### src/hdl/prq_ram.sv
module prq_ram #(
	parameter int DEPTH = 64,
	parameter int WIDTH = 8
) (
	input  logic                     clk,
	input  logic                     we,
	input  logic [$clog2(DEPTH)-1:0] waddr,
	input  logic [WIDTH-1:0]         wdata,
	input  logic [$clog2(DEPTH)-1:0] raddr,
	output logic [WIDTH-1:0]         rdata
);

	logic [WIDTH-1:0] mem [DEPTH];

	always_ff @(posedge clk) begin
		if (we) begin
			mem[waddr] <= wdata;
		end
		rdata <= mem[raddr];
	end

endmodule

### config.mk
export PLATFORM = sky130hd
export DESIGN_NAME = prq_ram
export DESIGN_NICKNAME = d
export VERILOG_FILES = /design/src/hdl/prq_ram.sv
export SDC_FILE = /design/constraint.sdc
export NUM_CORES = 1
export LEC_CHECK = 0
export CORE_UTILIZATION = 45
export CTS_BUF_LIST = sky130_fd_sc_hd__clkbuf_16
export DETAILED_ROUTE_END_ITERATION = 6
export DONT_BUFFER_PORTS = 1
export PLACE_DENSITY = 0.66
export SKIP_CTS_REPAIR_TIMING = 1
export SYNTH_ARGS = -nofsm -noshare
export SYNTH_HDL_FRONTEND = slang
export SYNTH_SLANG_ARGS = --single-unit
### constraint.sdc
create_clock -name clk -period 2.6 [get_ports clk]
set_clock_uncertainty 0.1 [all_clocks]
set_input_delay 0.26 -clock clk [delete_from_list [all_inputs] [get_ports clk]]
set_output_delay 0.26 -clock clk [all_outputs]
set_load 0.03 [all_outputs]
**After elaboration in Yosys (flattened, before gate mapping)**

Memories as Yosys holds them, arrays and structs flattened. A register that Yosys moved wholly into a read port is not among the register bits.
Index checks and enable logic that the tools add are counted.

- $add $sub $neg: 0
- $mul: 0
- Div/mod/pow operators: 0
- $lt $le $gt $ge: 0
- Eq/ne operators: 0
- Shift-type cells: 0
- Muxes and demuxes: 2
- Bitwise logic cells: 0
- Reductions and logical operators: 0

Operator list:

| kind | count |
|---|---|
| 1-bit two-way mux | 2 |

- Register bits after elaboration: 0
- Bits in latches: 0
- Memory bits (writable): 512
- Memory bits (read-only): 0
- Input port bits: 22
- Output and inout port bits: 8
- Logic and storage cells: 3
- Memories kept: 1

Memory list:

| memory | words | bits a word | rd ports | clocked after memory_dff | write ports | line | RTL |
|---|---|---|---|---|---|---|---|
| mem | 64 | 8 | 1 | 1 | 1 | 13 | `logic [WIDTH-1:0] mem [DEPTH];` |

**Logic depth before layout (Yosys ltp)**

Gate-level depths: netlist of run 1.

- Word-level depth: 2
- Gate-level depth with buffers: 9
- Mapped depth without buffers: 5

**Least setup slack after synthesis of run 1**

OpenSTA, ideal clock, no wires.

- Path kind: input to register
- From: input port raddr[1]
- To: register rdata[3], read port of mem
- Setup time: 128 ps
- Arrival: 1,800 ps
- Data required time: 2,372 ps
- Slack: 572 ps
- Stages on the path: 7
- Buffers on the path: 3
- Cell sequence: buf_4 > buf_2 > buf_2 > mux4_2 > mux4_2 > o21ai_1 > o41ai_1

RTL lines:

| what | line | RTL |
|---|---|---|
| start: declaration | 9 | `input logic [$clog2(DEPTH)-1:0] raddr,` |
| end: declaration | 10 | `output logic [WIDTH-1:0] rdata` |

==> out/metrics.csv, run 1 <==
metric;value;unit
place_inst;1554;
preCtsSetupSlack;0.226;ns
finalSetupTns;0;ns
grtUsageTotal;0.195;
cts.sinks;520;
worstSetupPathType;flop to flop;
synth.net_count;962;
clkLatencyLatePin;0.56;ns
io_pins;30;
tightest_slew;0.908;ns
dp_hpwl;24600;um
ant_nets;0;
min_period;2.48;ns
path_max_fanout;1;
synth_area;0.0202;sq mm
die_height;214;um
cap_violations;0;
synth-seq-cells;520;
synthCells;940;
drv_slew;0;
rsz0062_at_grt;no;
fp-row-count;77;
synthTopCellsByCount;edfxtp_1, mux4_2, nor2_1, mux2i_1, nand2_1;
clkPwrFrac;0.407;
ys_types;40;
async_flop_share;0;
p_sw_frac;0.196;
avgSynthCellArea;21.5;sq um
setup_viol;0;
comb_power_share;0.041;
worstPathArrival;2.77;ns
clk_pin_slew;0.06;ns
multiInputGateArea;0.00432;sq mm
violations;negative hold slack;
nFillCells;3382;
area_delta_synth_final;14.4;%
via_per_inst;5.84;
p_int;13.6;mW
ir_worst_vdd;375;uV
seqCellArea;0.0155;sq mm
drive_gt1_frac;0.264;
place_area;0.0211;sq mm
wire_per_inst;26.2;um
grt_max_degree;138;
seq_power_share;0.552;
nNetsFinal;1059;
num_vias;9737;
cp.required;2.88;ns
yosysSeqAreaShare;0.770;
yosysMostFrequentCell;edfxtp_1;
num_antenna_cells;0;
dr.pass1.iters;4;
cts_buffer_depth;3;
synth_area_leader_cell;edfxtp_1;
grt_pass1_wl;64100;um
final_area;0.0231;sq mm
antenna_found_initial;0;
synthFlopType;edfxtp_1;
start_util;0.456;
cts_tree;built;
critPathCaptureType;flop;
start_kind;flop;
yosys_warnings;0;
instances_no_fill;1666;
status;finished with violations;
routed_wl;43700;um
drt_iter0_drc;1111;
die-area;0.0457;sq mm
overflow;0;
holdWs;-0.0115;ns
fmax;403;MHz
clockRootBuffer;clkbuf_16;
synth_top_area_frac;0.762;
finalHoldViolations;2;
finalCritPeriodShare;0.955;
h-tree-depth;2;
leakagePower;7.31;nW
drc;0;
core_area;0.0442;sq mm
synth_edf_count;512;
cts_buffers;48;
synth.area.top_cells;edfxtp_1, mux4_2, nor2_1, mux2i_1, dfxtp_1;
hp-class;input port to flop;
timing.final.ws_setup;0.116;ns
chipWidth;214;um
power.density;733;mW/mm^2
relSlewSlack;0.395;
grt_pass1_vias;9522;
p_sw;3.31;mW
portBuffers;0;
gp_congestion;0.820;
worst paths after layout:
| path | cells past startpoint | slack (ns) | end | startpoint |
|---|---|---|---|---|
| worst max-delay path | 5 | 0.12 | rdata[6]$_DFF_P_ | mem[29][6]$_DFFE_PP_ |
| worst min-delay path | 3 | -0.01 | rdata[3]$_DFF_P_ | raddr[2] |
| worst max register to register | 5 | 0.12 | rdata[6]$_DFF_P_ | mem[29][6]$_DFFE_PP_ |
| worst min register to register | 3 | 0.78 | rdata[4]$_DFF_P_ | mem[30][4]$_DFFE_PP_ |
metrics by stage:
| stage | util | power (mW) |
|---|---|---|
| final | 0.522 | 16.9 |
| after global routing | 0.522 | 17.4 |
| after CTS | 0.513 | 16.8 |
| after detailed placement | 0.478 | 10.0 |
| after global placement | 0.478 | 10.0 |
| after floorplan | - | 10.0 |
metal layers:
metal	vias up	wire (um)	global-route usage
li1	4112	-	-
met1	5207	18600	0.278
met2	340	21100	0.303
met3	78	2660	0.0387
met4	0	1340	0.0665
met5	-	0	0
power groups by stage:
stage                     clock (mW)  sequential (mW)  combinational [mW]
after detailed placement           0             9.52               0.486
after global placement             0             9.52               0.483
after CTS                       7.00             9.34               0.489
final                           6.89             9.34               0.689
after floorplan                    0             9.50               0.494
after global routing            7.31             9.34               0.731
cell usage in the layout (no fill, tap or decap), types with 3 or more instances in the layout:
master	count
a21oi_1	3
a211oi_1	4
nand2_1	19
a221oi_1	6
nor2b_1	14
nand2b_1	7
nand3_1	13
o221ai_1	8
edfxtp_1	512
o2bb2ai_1	3
dlygate4sd3_1	17
nor3_1	7
buf_16	8
mux2_2	13
a22oi_1	3
clkinv_2	4
o22ai_1	8
inv_1	15
mux2i_1	23
nor2_1	83
clkbuf_16	49
clkinvlp_4	3
o2111ai_1	3
buf_4	73
dfxtp_1	8
nand3b_1	3
clkinv_1	10
mux4_2	126
bufinv_16	6
cell type report:
| cell class | instances | area share |
|---|---|---|
| Multi-Input combinational cell | 369 | 0.187 |
| Sequential cell | 520 | 0.673 |
| Timing Repair Buffer | 98 | 0.0407 |
| Tap cell | 592 | 0.0321 |
| Clock buffer | 49 | 0.0531 |
| Clock inverter | 38 | 0.0137 |
logic make-up after synthesis:
kind of cell           count (synthesis)  share of synthesized area
flip-flops                           520                      0.770
multiplexers                         162                      0.159
AND/OR/NAND/NOR                      153                     0.0339
AO/OA/AOI/OAI                         54                     0.0207
buffers and inverters                 51                     0.0157
critical path: stages, from the launching register on:
cell	delay, ns
edfxtp_1	0.36
mux4_2	0.47
mux2_2	0.27
o221a_2	0.28
nor3_1	0.56
o32ai_1	0.27
registers in the layout, summed over array words and instances (netlist names):
register	flops
mem	512
rdata	8
(Power assumes the default switching activity.)
==> inputs of run 2 (changes only) <==
--- a/config.mk
+++ b/config.mk
@@ -7,9 +7,11 @@
 export LEC_CHECK = 0
 export CORE_UTILIZATION = 45
 export CTS_BUF_LIST = sky130_fd_sc_hd__clkbuf_16
+export CTS_CLUSTER_DIAMETER = 40
 export DETAILED_ROUTE_END_ITERATION = 6
 export DONT_BUFFER_PORTS = 1
 export PLACE_DENSITY = 0.66
+export SETUP_SLACK_MARGIN = 0.4
 export SKIP_CTS_REPAIR_TIMING = 1
 export SYNTH_ARGS = -nofsm -noshare
 export SYNTH_HDL_FRONTEND = slang
==> out/metrics.csv, run 2 (same netlist as run 1, synthesis figures left out) <==
metric;value;unit;change
r2r-end;rdata[4]$_DFF_P_;;was rdata[6]$_DFF_P_
area_delta_synth_final;15.2;%;was 14.4%
holdPathStages;1;;was 3
worstPathArrival;2.52;ns;was 2.77 ns
final_common_cell;edfxtp_1;;unchanged
hold_end;rdata[3]$_DFF_P_;;unchanged
drive_gt1_frac;0.282;;was 0.264
ant_nets;0;;unchanged
die-area;0.0457;sq mm;unchanged
fmax;460;MHz;was 403 MHz
tightest_slew;0.840;ns;was 0.908 ns
clkLatencyLatePin;0.57;ns;was 0.56 ns
setup_viol;0;;unchanged
fp-row-count;77;;unchanged
nFillCells;3361;;was 3382
critPathTopFamily;multiplexers;;unchanged
finalHoldViolations;8;;was 2
ff2ff_path_depth;5;;unchanged
num_vias;9776;;was 9737
start_util;0.456;;unchanged
wire_per_inst;26.0;um;was 26.2 um
via_per_inst;5.87;;was 5.84
holdWs;-0.294;ns;was -0.0115 ns
cts_buffers;52;;was 48
final_cell_mix;edfxtp_1, mux4_2, nor2_1, buf_4, clkbuf_16;;unchanged
preCtsSetupSlack;0.226;ns;unchanged
status;finished with violations;;unchanged
min_period;2.18;ns;was 2.48 ns
h-tree-depth;2;;unchanged
overflow;0;;unchanged
critPathCaptureType;flop;;unchanged
finalSetupTns;0;ns;unchanged
clk_pin_slew;0.06;ns;about the same
power.density;758;mW/mm^2;was 733 mW/mm^2
grt_pass1_wl;64600;um;was 64100 um
timing.final.ws_setup;0.424;ns;was 0.116 ns
start_kind;flop;;unchanged
violations;negative hold slack;;unchanged
routed_wl;43400;um;was 43700 um
nNetsFinal;1058;;was 1059
grtUsageTotal;0.197;;was 0.195
grt_pass1_vias;9651;;was 9522
portBuffers;0;;unchanged
crit_chain;mux4_2 -> mux2_2 -> o221a_2 -> nor3_1 -> o32ai_1;;unchanged
cts_buffer_depth;3;;unchanged
cp.required;2.94;ns;was 2.88 ns
worstSetupPathType;flop to flop;;unchanged
core_area;0.0442;sq mm;unchanged
worstHoldStart;raddr[5];;was raddr[2]
multiInputGateArea;0.00433;sq mm;was 0.00432 sq mm
seqCellArea;0.0155;sq mm;unchanged
crit_slowest_cell;mux4_2;;was nor3_1
drv_slew;0;;unchanged
reg2reg_slack;0.42;ns;was 0.12 ns
drc;0;;unchanged
leakagePower;7.37;nW;was 7.31 nW
largest_reg_flops;512;;unchanged
reg.largest.list;mem: 512 flops, rdata: 8 flops;;unchanged
num_antenna_cells;0;;unchanged
path_max_fanout;1;;unchanged
antenna_found_initial;0;;unchanged
ir_worst_vdd;386;uV;was 375 uV
chipWidth;214;um;unchanged
die_height;214;um;unchanged
cts.sinks;520;;unchanged
timing.rr.start;mem[21][4]$_DFFE_PP_;;was mem[29][6]$_DFFE_PP_
hp-class;input port to flop;;unchanged
largest-register;mem;;unchanged
clockRootBuffer;clkbuf_16;;unchanged
dr.pass1.iters;5;;was 4
relSlewSlack;0.438;;was 0.395
rsz0062_at_grt;no;;unchanged
dp_hpwl;24600;um;unchanged
cp_num_buf_inv;0;;unchanged
gp_congestion;0.820;;unchanged
io_pins;30;;unchanged
cpPeakStageDelay;0.47;ns;was 0.56 ns
drt_iter0_drc;1068;;was 1111
finalCritPeriodShare;0.837;;was 0.955
cap_violations;0;;unchanged
path_depth;5;;unchanged
cts_tree;built;;unchanged
grt_max_degree;138;;unchanged
run 2: changes by cell type in the layout (fill, tap and decap cells not counted), sizes merged:
| cell | change |
|---|---|
| dlygate4sd3 | -5 |
| clkbuf | +4 |
| inv | -3 |
| bufinv | +2 |
| clkinv | +1 |
run 2: power breakdown:
| part | internal (mW) | switching (mW) | leakage (nW) |
|---|---|---|---|
| logic | 0.329 | 0.348 | 1.82 |
| clock network | 4.51 | 3.08 | 0.873 |
| registers | 9.27 | 0.0653 | 4.67 |
| total | 14.1 | 3.49 | 7.37 |
run 2: worst max path at each step:
stage | to | from | slack [ns]
global placement | rdata[1]$_DFF_P_ | mem[47][1]$_DFFE_PP_ | 0.25
CTS | rdata[1]$_DFF_P_ | mem[45][1]$_DFFE_PP_ | 0.23
finish | rdata[4]$_DFF_P_ | mem[21][4]$_DFFE_PP_ | 0.42
global route | rdata[6]$_DFF_P_ | mem[21][6]$_DFFE_PP_ | 0.41
floorplan | rdata[3]$_DFF_P_ | raddr[1] | 0.57
detailed placement | rdata[1]$_DFF_P_ | mem[45][1]$_DFFE_PP_ | 0.23
run 2: metrics by stage:
stage	power [mW]	utilization	cell area, sq um	hold WS [ns]	std cells
2_1_floorplan	10.0	-	20200	0.259	940
3_3_place_gp	10.0	0.478	21100	0.262	1554
3_5_place_dp	10.0	0.478	21100	0.262	1554
4_1_cts	17.5	0.517	22900	-0.339	1645
5_1_grt	18.1	0.525	23200	-0.303	1665
6_report	17.6	0.525	23200	-0.294	1665
run 2: layer usage:
metal	share of wire	GRT usage	up-vias
met5	0	0	-
met4	0.028	0.0650	0
met3	0.068	0.0395	64
met2	0.48	0.306	348
met1	0.42	0.281	5251
li1	-	-	4113
run 2: final cells by class:
cell class | instances | area share
sequential | 520 | 0.669
multi-input combinational | 369 | 0.186
clock buffer | 53 | 0.0571
timing repair buffer | 93 | 0.0382
tap | 592 | 0.0319
clock inverter | 38 | 0.0177
